[src/rtl/assert_macros.svh]
// Assertion macros shared by the scheduler RTL.
`ifndef ASSERT_MACROS_SVH
`define ASSERT_MACROS_SVH

// Same-cycle implication, checked on every clock outside reset.
`define ASSERT_SAME(name, ante, cons, msg) \
  name: assert property (@(posedge clk) disable iff (rst) (ante) |-> (cons)) \
    else $error(msg);

// Next-cycle implication, checked on every clock outside reset.
`define ASSERT_NEXT(name, ante, cons, msg) \
  name: assert property (@(posedge clk) disable iff (rst) (ante) |=> (cons)) \
    else $error(msg);

`endif

[src/rtl/cts_pkg.sv]
// Types and constants of the cooperative task scheduler.
package cts_pkg;

  localparam int NumSlotsDefault = 8;
  localparam int MaxResults      = 8;
  localparam int ResCntW         = $clog2(MaxResults + 1);

  localparam int KindW     = 2;
  localparam int TaskIdW   = 8;
  localparam int TimeW     = 16;
  localparam int ReqSlotW  = 3;
  localparam int SlotOutW  = 4;
  localparam int StatusW   = 2;
  localparam int PendingW  = 8;

  typedef enum logic [KindW-1:0] {
    KIND_TICK     = 2'd0,
    KIND_ADD      = 2'd1,
    KIND_DELETE   = 2'd2,
    KIND_DISPATCH = 2'd3
  } kind_t;

  typedef enum logic [StatusW-1:0] {
    STATUS_OK    = 2'd0,
    STATUS_FULL  = 2'd1,
    STATUS_NODEL = 2'd2
  } status_t;

  typedef enum logic [3:0] {
    S_IDLE   = 4'b0001,
    S_READ   = 4'b0010,
    S_EXEC   = 4'b0100,
    S_FINISH = 4'b1000
  } state_t;

  // One slot of the task table as stored in RAM.
  typedef struct packed {
    logic [TaskIdW-1:0]  tid;
    logic [TimeW-1:0]    delay;
    logic [TimeW-1:0]    period;
    logic [PendingW-1:0] pending;
  } entry_t;

  localparam int EntryW = $bits(entry_t);

  // One result as held in the output register.
  typedef struct packed {
    logic [SlotOutW-1:0] slot_out;
    status_t             status;
    logic                ran;
    logic [TaskIdW-1:0]  run_task_id;
    status_t             sticky_error;
    logic                last;
  } res_t;

endpackage

[src/rtl/cts_req_if.sv]
// Request channel of the scheduler: operation and its operands.
interface cts_req_if
  import cts_pkg::*;
  ();
  logic                valid;
  logic                ready;
  logic [KindW-1:0]    kind;
  logic [TaskIdW-1:0]  task_id;
  logic [TimeW-1:0]    start_delay;
  logic [TimeW-1:0]    run_period;
  logic [ReqSlotW-1:0] slot;

  modport source (output valid, kind, task_id, start_delay, run_period, slot,
                  input ready);
  modport sink (input valid, kind, task_id, start_delay, run_period, slot,
                output ready);
endinterface

[src/rtl/cts_res_if.sv]
// Result channel of the scheduler.
interface cts_res_if
  import cts_pkg::*;
  ();
  logic                valid;
  logic                ready;
  logic [SlotOutW-1:0] slot_out;
  logic [StatusW-1:0]  status;
  logic                ran;
  logic [TaskIdW-1:0]  run_task_id;
  logic [StatusW-1:0]  sticky_error;
  logic                last;

  modport source (output valid, slot_out, status, ran, run_task_id, sticky_error, last,
                  input ready);
  modport sink (input valid, slot_out, status, ran, run_task_id, sticky_error, last,
                output ready);
endinterface

[src/rtl/cts_ram.sv]
// Generic simple dual-port RAM with registered read.
module cts_ram #(
  parameter int WIDTH = 8,
  parameter int DEPTH = 8
) (
  input  logic                                      clk,
  input  logic                                      we,
  input  logic [(DEPTH > 1 ? $clog2(DEPTH) : 1)-1:0] waddr,
  input  logic [WIDTH-1:0]                          wdata,
  input  logic                                      re,
  input  logic [(DEPTH > 1 ? $clog2(DEPTH) : 1)-1:0] raddr,
  output logic [WIDTH-1:0]                          rdata
);

  logic [WIDTH-1:0] mem [DEPTH];

  always_ff @(posedge clk) begin
    if (we) begin
      mem[waddr] <= wdata;
    end
    if (re) begin
      rdata <= mem[raddr];
    end
  end

endmodule

[src/rtl/cooperative_task_scheduler_core.sv]
// Cooperative task scheduler core: a table of NUM_SLOTS timed tasks kept in
// one RAM (id, delay, period, pending runs) with occupancy bits in flops.
// Add and delete complete in the cycle they are accepted and give one result.
// Tick and dispatch walk the table slot by slot: a free slot is skipped, an
// occupied slot is read from RAM, then modified and written back, and a
// finish state ends the walk and loads the last result. Dispatch
// returns one result per slot with pending runs, in slot order, at most
// eight per request, and may stall on the result channel. A new request is
// taken only when the walk is done and the result register can load.
`include "assert_macros.svh"

module cooperative_task_scheduler_core
  import cts_pkg::*;
#(
  parameter int NUM_SLOTS = NumSlotsDefault
) (
  input logic       clk,
  input logic       rst,
  cts_req_if.sink   req,
  cts_res_if.source res
);

  localparam int IW = (NUM_SLOTS > 1) ? $clog2(NUM_SLOTS) : 1;
  localparam int CW = $clog2(NUM_SLOTS + 1);

  state_t               state;
  logic                 op_dispatch;
  logic [CW-1:0]        idx;
  logic [ResCntW-1:0]   n_res;
  logic [NUM_SLOTS-1:0] slot_valid;
  status_t              err_latch;

  logic                 hold_valid;
  logic [SlotOutW-1:0]  hold_slot;
  logic [TaskIdW-1:0]   hold_task;

  logic                 out_valid;
  res_t                 out_pl;

  logic                 ram_we;
  logic [IW-1:0]        ram_waddr;
  entry_t               ram_wdata;
  logic                 ram_re;
  logic [EntryW-1:0]    ram_rdata;
  entry_t               rd_entry;

  logic                 out_free;
  logic                 req_fire;
  logic [IW-1:0]        cur;
  logic                 at_end;
  logic                 free_found;
  logic [IW-1:0]        free_idx;
  logic                 del_in_range;
  logic [IW-1:0]        del_idx;
  logic                 disp_go;
  entry_t               tick_entry;
  entry_t               disp_entry;

  function automatic res_t make_res(logic [SlotOutW-1:0] s, status_t st, logic r,
                                    logic [TaskIdW-1:0] t, status_t sticky, logic l);
    res_t o;
    o.slot_out     = s;
    o.status       = st;
    o.ran          = r;
    o.run_task_id  = t;
    o.sticky_error = sticky;
    o.last         = l;
    return o;
  endfunction

  cts_ram #(
    .WIDTH (EntryW),
    .DEPTH (NUM_SLOTS)
  ) u_table (
    .clk   (clk),
    .we    (ram_we),
    .waddr (ram_waddr),
    .wdata (ram_wdata),
    .re    (ram_re),
    .raddr (cur),
    .rdata (ram_rdata)
  );

  assign rd_entry = entry_t'(ram_rdata);
  assign out_free = !out_valid || res.ready;
  assign req.ready = (state == S_IDLE) && out_free;
  assign req_fire = req.valid && req.ready;
  assign cur = idx[IW-1:0];
  assign at_end = (idx == CW'(NUM_SLOTS)) ||
                  (op_dispatch && (n_res == ResCntW'(MaxResults)));
  assign del_in_range = {29'd0, req.slot} < 32'(NUM_SLOTS);
  assign del_idx = IW'(req.slot);
  // a found task may move on only once the previous one can leave the hold stage
  assign disp_go = (rd_entry.pending != '0) && (!hold_valid || out_free);

  always_comb begin
    free_found = 1'b0;
    free_idx   = '0;
    for (int i = NUM_SLOTS - 1; i >= 0; i--) begin
      if (!slot_valid[i]) begin
        free_found = 1'b1;
        free_idx   = IW'(i);
      end
    end
  end

  always_comb begin
    tick_entry = rd_entry;
    if (rd_entry.delay == '0) begin
      if (rd_entry.pending != {PendingW{1'b1}}) begin
        tick_entry.pending = rd_entry.pending + 1'b1;
      end
      if (rd_entry.period != '0) begin
        tick_entry.delay = rd_entry.period;
      end
    end else begin
      tick_entry.delay = rd_entry.delay - 1'b1;
    end
    disp_entry = rd_entry;
    disp_entry.pending = rd_entry.pending - 1'b1;
  end

  always_comb begin
    ram_we    = 1'b0;
    ram_waddr = cur;
    ram_wdata = tick_entry;
    ram_re    = 1'b0;
    case (state)
      S_IDLE: begin
        if (req_fire && (kind_t'(req.kind) == KIND_ADD) && free_found) begin
          ram_we            = 1'b1;
          ram_waddr         = free_idx;
          ram_wdata.tid     = req.task_id;
          ram_wdata.delay   = req.start_delay;
          ram_wdata.period  = req.run_period;
          ram_wdata.pending = '0;
        end
      end
      S_READ: begin
        ram_re = !at_end && slot_valid[cur];
      end
      S_EXEC: begin
        if (!op_dispatch) begin
          ram_we = 1'b1;
        end else if (disp_go && (rd_entry.period != '0)) begin
          ram_we    = 1'b1;
          ram_wdata = disp_entry;
        end
      end
      default: begin
      end
    endcase
  end

  always_ff @(posedge clk) begin
    if (rst) begin
      state       <= S_IDLE;
      op_dispatch <= 1'b0;
      idx         <= '0;
      n_res       <= '0;
      slot_valid  <= '0;
      err_latch   <= STATUS_OK;
      hold_valid  <= 1'b0;
      out_valid   <= 1'b0;
    end else begin
      if (res.ready) begin
        out_valid <= 1'b0;
      end
      case (state)
        S_IDLE: begin
          if (req_fire) begin
            case (kind_t'(req.kind))
              KIND_ADD: begin
                out_valid <= 1'b1;
                if (free_found) begin
                  slot_valid[free_idx] <= 1'b1;
                  out_pl <= make_res(SlotOutW'(free_idx), STATUS_OK, 1'b0, '0,
                                     err_latch, 1'b1);
                end else begin
                  err_latch <= STATUS_FULL;
                  out_pl <= make_res(SlotOutW'(NUM_SLOTS), STATUS_FULL, 1'b0, '0,
                                     STATUS_FULL, 1'b1);
                end
              end
              KIND_DELETE: begin
                out_valid <= 1'b1;
                if (del_in_range && slot_valid[del_idx]) begin
                  slot_valid[del_idx] <= 1'b0;
                  out_pl <= make_res(SlotOutW'(req.slot), STATUS_OK, 1'b0, '0,
                                     err_latch, 1'b1);
                end else begin
                  err_latch <= STATUS_NODEL;
                  out_pl <= make_res(SlotOutW'(req.slot), STATUS_NODEL, 1'b0, '0,
                                     STATUS_NODEL, 1'b1);
                end
              end
              default: begin
                // tick or dispatch: walk the table
                op_dispatch <= (kind_t'(req.kind) == KIND_DISPATCH);
                idx         <= '0;
                n_res       <= '0;
                state       <= S_READ;
              end
            endcase
          end
        end
        S_READ: begin
          if (at_end) begin
            state <= S_FINISH;
          end else if (!slot_valid[cur]) begin
            idx <= idx + 1'b1;
          end else begin
            state <= S_EXEC;
          end
        end
        S_EXEC: begin
          if (!op_dispatch || (rd_entry.pending == '0)) begin
            idx   <= idx + 1'b1;
            state <= S_READ;
          end else if (disp_go) begin
            // the held result is not the final one, since another follows
            if (hold_valid) begin
              out_valid <= 1'b1;
              out_pl <= make_res(hold_slot, STATUS_OK, 1'b1, hold_task, err_latch, 1'b0);
            end
            hold_valid <= 1'b1;
            hold_slot  <= SlotOutW'(cur);
            hold_task  <= rd_entry.tid;
            n_res      <= n_res + 1'b1;
            if (rd_entry.period == '0) begin
              slot_valid[cur] <= 1'b0;
            end
            idx   <= idx + 1'b1;
            state <= S_READ;
          end
        end
        S_FINISH: begin
          if (out_free) begin
            out_valid <= 1'b1;
            if (hold_valid) begin
              out_pl <= make_res(hold_slot, STATUS_OK, 1'b1, hold_task, err_latch, 1'b1);
            end else begin
              out_pl <= make_res(SlotOutW'(NUM_SLOTS), STATUS_OK, 1'b0, '0,
                                 err_latch, 1'b1);
            end
            hold_valid <= 1'b0;
            state      <= S_IDLE;
          end
        end
        default: begin
          state <= S_IDLE;
        end
      endcase
    end
  end

  assign res.valid        = out_valid;
  assign res.slot_out     = out_pl.slot_out;
  assign res.status       = out_pl.status;
  assign res.ran          = out_pl.ran;
  assign res.run_task_id  = out_pl.run_task_id;
  assign res.sticky_error = out_pl.sticky_error;
  assign res.last         = out_pl.last;

  `ASSERT_SAME(a_res_bound, 1'b1, n_res <= ResCntW'(MaxResults), "too many dispatch results")
  `ASSERT_SAME(a_hold_in_walk, hold_valid, state != S_IDLE, "held result left behind")
  `ASSERT_SAME(a_ram_access, ram_we, (state == S_IDLE) || (state == S_EXEC),
               "table write outside idle or exec")
  `ASSERT_NEXT(a_err_sticky, err_latch != STATUS_OK, err_latch != STATUS_OK,
               "error latch cleared")

endmodule

[src/flat_wrapper.sv]
// flat-port wrapper written by rule: the top's interface ports become plain ports
module cooperative_task_scheduler_core_flat import cts_pkg::*;
#(
  parameter int NUM_SLOTS = NumSlotsDefault
)
  (clk, rst, req_valid, req_kind, req_task_id, req_start_delay, req_run_period, req_slot, req_ready, res_valid, res_slot_out, res_status, res_ran, res_run_task_id, res_sticky_error, res_last, res_ready);
  cts_req_if req_i ();
  cts_res_if res_i ();
  input logic clk;
  input logic rst;
  input wire logic [$bits(req_i.valid)-1:0] req_valid;
  input wire logic [$bits(req_i.kind)-1:0] req_kind;
  input wire logic [$bits(req_i.task_id)-1:0] req_task_id;
  input wire logic [$bits(req_i.start_delay)-1:0] req_start_delay;
  input wire logic [$bits(req_i.run_period)-1:0] req_run_period;
  input wire logic [$bits(req_i.slot)-1:0] req_slot;
  output wire logic [$bits(req_i.ready)-1:0] req_ready;
  output wire logic [$bits(res_i.valid)-1:0] res_valid;
  output wire logic [$bits(res_i.slot_out)-1:0] res_slot_out;
  output wire logic [$bits(res_i.status)-1:0] res_status;
  output wire logic [$bits(res_i.ran)-1:0] res_ran;
  output wire logic [$bits(res_i.run_task_id)-1:0] res_run_task_id;
  output wire logic [$bits(res_i.sticky_error)-1:0] res_sticky_error;
  output wire logic [$bits(res_i.last)-1:0] res_last;
  input wire logic [$bits(res_i.ready)-1:0] res_ready;
  assign req_i.valid = req_valid;
  assign req_i.kind = req_kind;
  assign req_i.task_id = req_task_id;
  assign req_i.start_delay = req_start_delay;
  assign req_i.run_period = req_run_period;
  assign req_i.slot = req_slot;
  assign req_ready = req_i.ready;
  assign res_valid = res_i.valid;
  assign res_slot_out = res_i.slot_out;
  assign res_status = res_i.status;
  assign res_ran = res_i.ran;
  assign res_run_task_id = res_i.run_task_id;
  assign res_sticky_error = res_i.sticky_error;
  assign res_last = res_i.last;
  assign res_i.ready = res_ready;
  cooperative_task_scheduler_core #(.NUM_SLOTS(NUM_SLOTS)) u_core (.clk(clk), .rst(rst), .req(req_i), .res(res_i));
endmodule
[config.mk]
export PLATFORM = sky130hd
export DESIGN_NAME = cooperative_task_scheduler_core_flat
export DESIGN_NICKNAME = d
export VERILOG_FILES = /design/src/rtl/cts_pkg.sv /design/src/rtl/cts_req_if.sv /design/src/rtl/cts_res_if.sv /design/src/rtl/cts_ram.sv /design/src/rtl/cooperative_task_scheduler_core.sv /design/src/flat_wrapper.sv
export VERILOG_INCLUDE_DIRS = /design/src /design/src/rtl
export SDC_FILE = /design/constraint.sdc
export NUM_CORES = 1
export LEC_CHECK = 0
export ABC_AREA = 1
export BUFFER_PORTS_ARGS = -buffer_cell sky130_fd_sc_hd__buf_4
export CAP_MARGIN = 10
export CORE_ASPECT_RATIO = 2
export CORE_MARGIN = 2
export CORE_UTILIZATION = 45
export DETAILED_ROUTE_END_ITERATION = 6
export PLACE_DENSITY_LB_ADDON = 0.25
export SYNTH_ARGS = -nofsm -noshare
export SYNTH_HDL_FRONTEND = slang
export SYNTH_SLANG_ARGS = --single-unit
[constraint.sdc]
create_clock -name clk -period 3.8 [get_ports clk]
set_input_delay 0.76 -clock clk [delete_from_list [all_inputs] [get_ports clk]]
set_output_delay 0.76 -clock clk [all_outputs]
set_load 0.02 [all_outputs]
==> results of run 1 <==
-- per-stage QoR --
step | cells | setup slack (ns) | area, um^2
after global placement | 2226 | 0.658 | 21400
after detailed placement | 2226 | 0.554 | 21400
after CTS | 2292 | 0.846 | 22600
final | 2292 | 0.838 | 22600
after floorplan | 1628 | -0.373 | 20100
after global routing | 2292 | 0.643 | 22600
-- path summary, 6_finish.rpt --
kind | startpoint | endpoint | slack (ns) | cells after the start
max | u_core.u_table.rdata[23] | u_core.u_table.mem[5][25] | 0.84 | 10
min | u_core.u_table.rdata[40] | u_core.hold_task[0] | 0.47 | 0
max reg2reg | u_core.u_table.rdata[23] | u_core.u_table.mem[5][25] | 0.84 | 10
min reg2reg | u_core.u_table.rdata[40] | u_core.hold_task[0] | 0.47 | 0
-- kinds of logic (layout without fill, tap and decap cells) --
group / Yosys count / in the layout
adder cells (fa/ha/maj): 11 / 11
buffers and inverters: 195 / 304
AO/OA/AOI/OAI: 265 / 265
XOR/XNOR: 18 / 18
flip-flops: 486 / 486
AND/OR/NAND/NOR: 653 / 653
-- registers in the layout, indices dropped and copies added, names as in the netlist --
register,flops
u_core.idx,4
u_core.res.status,2
u_core.hold_valid,1
u_core.op_dispatch,1
u_core.state,4
u_core.res.sticky_error,2
u_core.res.slot_out,4
u_core.res.ran,1
u_core.res.run_task_id,8
u_core.hold_task,8
u_core.err_latch,2
u_core.hold_slot,3
u_core.res.last,1
u_core.n_res,4
u_core.res.valid,1
u_core.u_table.mem,384
u_core.u_table.rdata,48
u_core.slot_valid,8
-- layer usage --
layer  share of wire (%)  global-route usage (%)  up-vias
met3                 6.0                    3.04      153
li1                    -                       -     6035
met5                   0                       0        -
met1                  36                    25.6     6596
met4                 5.3                    11.8        0
met2                  53                    43.2      548
-- final cells by class --
cell class                      instances  share of cell area, %
Clock buffer                           49                   4.85
Clock inverter                         17                  0.630
Inverter                              129                   2.14
Multi-Input combinational cell        947                   22.0
Sequential cell                       486                   63.4
Tap cell                              555                   3.07
Timing Repair Buffer                  109                   3.95
-- power by group through the flow --
stage	sequential (uW)	clock [uW]	combinational (uW)
2_1_floorplan	6820	0	1880
3_3_place_gp	6850	0	2850
3_5_place_dp	6860	0	2900
4_1_cts	6750	4110	2910
5_1_grt	6770	4290	3190
6_report	6750	4050	2890
-- layout by cell type (no fill, tap or decap), types with 43 or more instances in the layout --
cell type	Yosys	final
inv_1	122	116
buf_4	7	103
o21ai_0	85	85
clkbuf_16	0	43
nand2_1	376	376
nand3_1	79	79
nand4_1	58	58
edfxtp_1	461	461
nor2_1	97	89
a22oi_1	62	62
==> out/qor.txt, run 1 <==
status - completed
largest net degree at the start of global routing - 49
Hold Path Class - reg -> reg
row count - 109
hold_ws - 0.471 ns
overall power - 13,700 uW
Switching Power - 4100 uW
cts-stage hold buffer count - 0
final wirelength - 53.9 mm
ant diodes - 0
Worst IR Drop VDD - 0.406 mV
CORE AREA - 44,200 um^2
area share of fa/ha/maj cells after synthesis - 0.686%
crit path kind - reg -> reg
max cap viols - 0
Hold Fails Final Rpt - 0
Residual DRC - 0
clk_lat worst skew - 0.55 ns
CP Cell Sequence - nor2_1 -> nand3_1 -> nor2_2 -> nand2_2 -> nand3_2 -> nand2_1 -> inv_1 -> nor2_1 -> buf_4 -> o21ai_0
fmax - 338 MHz
Final Critical Period - 2.96 ns
gr usage total - 23.1%
Ys Warns - 0
wire length per cell - 23.5 um
Slew Limit Fails - 0
LEAKAGE - 0.00805 uW
final core occ - 51.2%
Die Footprint - 46,400 um^2
period utilization - 78.0%
Final GP Congestion - 0.929
Pwr Density - 605 nW/um^2
Die W - 153 um
post-synthesis xor/xnor area fraction - 0.785%
number of I/O port buffers - 68
internal power - 9590 uW
Syn Nets - 1,688
Worst Path Buf+Inv - 2
async set-reset flop share out of synthesis - 0%
H-tree depth - 2
# resized after CTS - 0
DRT antenna net count - 0
multi-input logic area - 4980 um^2
Via Count - 13,332
Most common cell on crit path - nor2_1
Synth Area in Simple Gates - 14.2%
slowest CP cell - o21ai_0
crit-path max cell delay - 0.69 ns
Clock Tree Buf Depth - 3
Synth top cells by count - edfxtp_1 (461), nand2_1 (376), inv_1 (122), nor2_1 (97), o21ai_0 (85)
Storage cell area - 14,300 um^2
Initial Utilization - 45.4%
clock tree from TritonCTS - done
CTS root buffer - clkbuf_16
Mapped Area - 20,100 um^2
post-route setup TNS - 0 ns
Worst path top cell family by delay - simple AND/OR/NAND/NOR gates
mux contribution to synthesized area - 0%
Synth Register Bits - 486
register area share after synthesis - 71.5%
first-pass GRT wire length - 80.7 mm
Comb pwr share - 21.1%
Layout area overhead - 12.8%
die height - 303 um
required time of the critical path - 4.03 ns
Reg clk slew, reported paths - 0.06 ns
ratio of cells with drive above 1 in the final layout - 12.5%
initial DRC count - 1,215
total CTS buffers - 42
setup bufs post-CTS - 0
post-synthesis compound-gate area fraction - 8.75%
CTS sink count - 486
top post-synthesis cells by area - edfxtp_1 (69%), nand2_1 (7.0%), dfxtp_1 (2.5%), a22oi_1 (2.3%), inv_1 (2.3%)
Final Setup Violations - 0
WP data arrival - 3.19 ns
GR Overflow Total - 0
drt pass-1 iters - 7
Yosys top cell by area - edfxtp_1
layout filler cell count - 3,819
Clk pwr share - 29.6%
vias in the first global route - 13,528
EDFF count, synth - 461
RSZ-0062 raised after global routing - no
Worst Setup End Kind - flip-flop
Seq pwr share - 49.3%
Post-Syn Instances - 1,628
Via-to-Cell Ratio - 5.82
Top FF cell, synth - edfxtp_1
Slew @ Worst Pin - 1.12 ns
most frequent cell after synthesis - edfxtp_1
post-synth top area share - 69.0%
largest family of logic cells by synthesized area - simple AND/OR/NAND/NOR gates
CP Launch Type - flip-flop
worst clock skew - 0.0175 ns
hpwl dp - 34.8 mm
# IOs - 69
CP max FO - 8
Avg Inst Size Synth - 12.3 um^2
initial antenna violation count - 0
Netlist cell types - 46
NumNets Final - 1,775
Rel. slew slack - 25.1%
Net Sw Frac - 29.9%
Note: power is estimated with default switching activity, not from simulation.
==> run 2: changes to the inputs <==
- clock period: 3.8 -> 2.55 ns (I/O delays scaled with it)
==> run 2 against run 1 <==
  * Die area unchanged
  * Register-to-register slack lost 0.73 ns
  * Setup slack worse by 0.73 ns
  * Core utilization rose by 2.7 points
  * Critical path type unchanged
  * Largest power group unchanged
==> out/qor.txt, run 2 (same netlist as run 1, synthesis figures left out) <==
status - completed
met1 WL - 18.7 mm
uppermost layer routed - met5
commonest non-fill, non-tap cell in the layout - edfxtp_1
overall power - 21,500 uW
# IOs - 69
Hold Fails Final Rpt - 0
CP Cell Sequence - inv_1 -> ha_1 -> nand2_1 -> nor2_2 -> nand3_1 -> nor2_2 -> buf_4 -> nand3_1 -> nand3_1 -> nand3_1
slowest CP cell - edfxtp_1
CP max FO - 8
Final Critical Period - 2.44 ns
Reg clk slew, reported paths - 0.07 ns
CTS root buffer - clkbuf_16
routed wl met3 - 3.41 mm
Layout area overhead - 18.6%
GR Overflow Total - 0
CORE AREA - 44,200 um^2
Worst IR Drop VDD - 0.537 mV
cts-stage hold buffer count - 0
CTS sink count - 486
metal2 WL - 29.2 mm
RSZ-0062 raised after global routing - yes
drt pass-1 iters - 5
NumNets Final - 1,867
Slew @ Worst Pin - 1.15 ns
R2R depth - 10
hpwl dp - 34.6 mm
DP Cell Count - 2,317
Largest Register - u_core.u_table.mem
final worst slack - 0.107 ns
layout filler cell count - 3,730
vias in the first global route - 13,717
largest net degree at the start of global routing - 49
Worst Setup End Kind - flip-flop
Final Setup Violations - 0
crit-path max cell delay - 0.42 ns
CP Launch Type - flip-flop
ratio of cells with drive above 1 in the final layout - 18.1%
initial antenna violation count - 1
total CTS buffers - 42
DRT antenna net count - 0
WP data arrival - 2.66 ns
Final GP Congestion - 0.931
registers with the most flip-flops - u_core.u_table.mem x384, u_core.u_table.rdata x48
clk_lat worst skew - 0.57 ns
max cap viols - 0
initial DRC count - 1,066
Residual DRC - 0
Clock Tree Buf Depth - 3
row count - 109
Initial Utilization - 45.4%
Via Count - 13,694
ant diodes - 0
max reg flops - 384
final wirelength - 54.2 mm
Hold Path Class - in -> reg
fmax - 409 MHz
Rel. slew slack - 22.7%
LEAKAGE - 0.00864 uW
first-pass GRT wire length - 81.0 mm
die height - 303 um
post-route setup TNS - 0 ns
gr usage total - 23.3%
Die W - 153 um
worst clock skew - 0.0247 ns
wire length per cell - 22.7 um
Slew Limit Fails - 0
commonest cells after routing, fill and taps aside - edfxtp_1 (461), nand2_1 (374), buf_4 (175), inv_1 (117), nor2_1 (87)
Die Footprint - 46,400 um^2
worst hold stages - 2
period utilization - 95.8%
Via-to-Cell Ratio - 5.72
Pwr Density - 903 nW/um^2
H-tree depth - 2
fin cells - 2,394
clock tree from TritonCTS - done
DP Worst Slack - -0.221 ns
Most common cell on crit path - nand3_1
hold_ws - 0.284 ns
crit path kind - reg -> reg
number of I/O port buffers - 68
required time of the critical path - 2.77 ns
run 2: changes by cell type in the layout (fill, tap and decap cells not counted), moves of 3 or more:
| cell | change |
|---|---|
| buf_12 | +20 |
| buf_4 | +72 |
| clkinv_1 | -3 |
| clkinv_2 | +5 |
| clkinvlp_4 | +5 |
| nand2_4 | +4 |
| o21ai_0 | -7 |
| o21ai_2 | +4 |
run 2: critical path: cells and delay by family (launching register included):
family | cells | cell delay [ns]
adder cells (fa/ha/maj) | 1 | 0.18
buffers and inverters | 2 | 0.34
flip-flops | 1 | 0.42
AND/OR/NAND/NOR | 7 | 1.15
run 2: final timing paths:
check / startpoint / endpoint / slack (ns)
max reg2reg: u_core.u_table.rdata[24] / u_core.u_table.mem[3][31] / 0.11
min: rst / u_core.idx[0] / 0.28
max: u_core.u_table.rdata[24] / u_core.u_table.mem[3][31] / 0.11
min reg2reg: u_core.u_table.rdata[46] / u_core.hold_task[6] / 0.46
run 2: per-stage QoR:
step | util, % | cell area, um^2
after floorplan | - | 20200
after global placement | 50.7 | 22400
after detailed placement | 50.7 | 22400
after CTS | 53.8 | 23800
after global routing | 53.9 | 23800
final | 53.9 | 23800
run 2: where the power goes:
part	internal (uW)	switching [uW]	total [uW]	leakage [uW]
registers	9740	195	9940	0.00438
logic	1700	3420	5120	0.00360
clock network	3560	2890	6450	0.000664
total	15000	6500	21500	0.00864
run 2: metal layers:
layer	vias to the layer above	GRT usage, %
li1	6238	-
met1	6712	25.7
met2	590	43.7
met3	152	2.99
met4	2	12.2
met5	-	0
run 2: timing repair:
action | in CTS | in global routing
resized for setup | 2 | 13
setup endpoints to repair | 40 | 370
buffers inserted | 0 | 1
pin swaps | 0 | 1
hold endpoints to repair | 0 | 0
run 2: final cells by class:
class                      instances  area (um^2)  area share, %
sequential                       486        14300           60.3
timing repair buffer             201         1830           7.70
clock buffer                      50         1110           4.67
clock inverter                    26          267           1.12
tap                              555          694           2.92
multi-input combinational        947         5070           21.3
inverter                         129          488           2.05
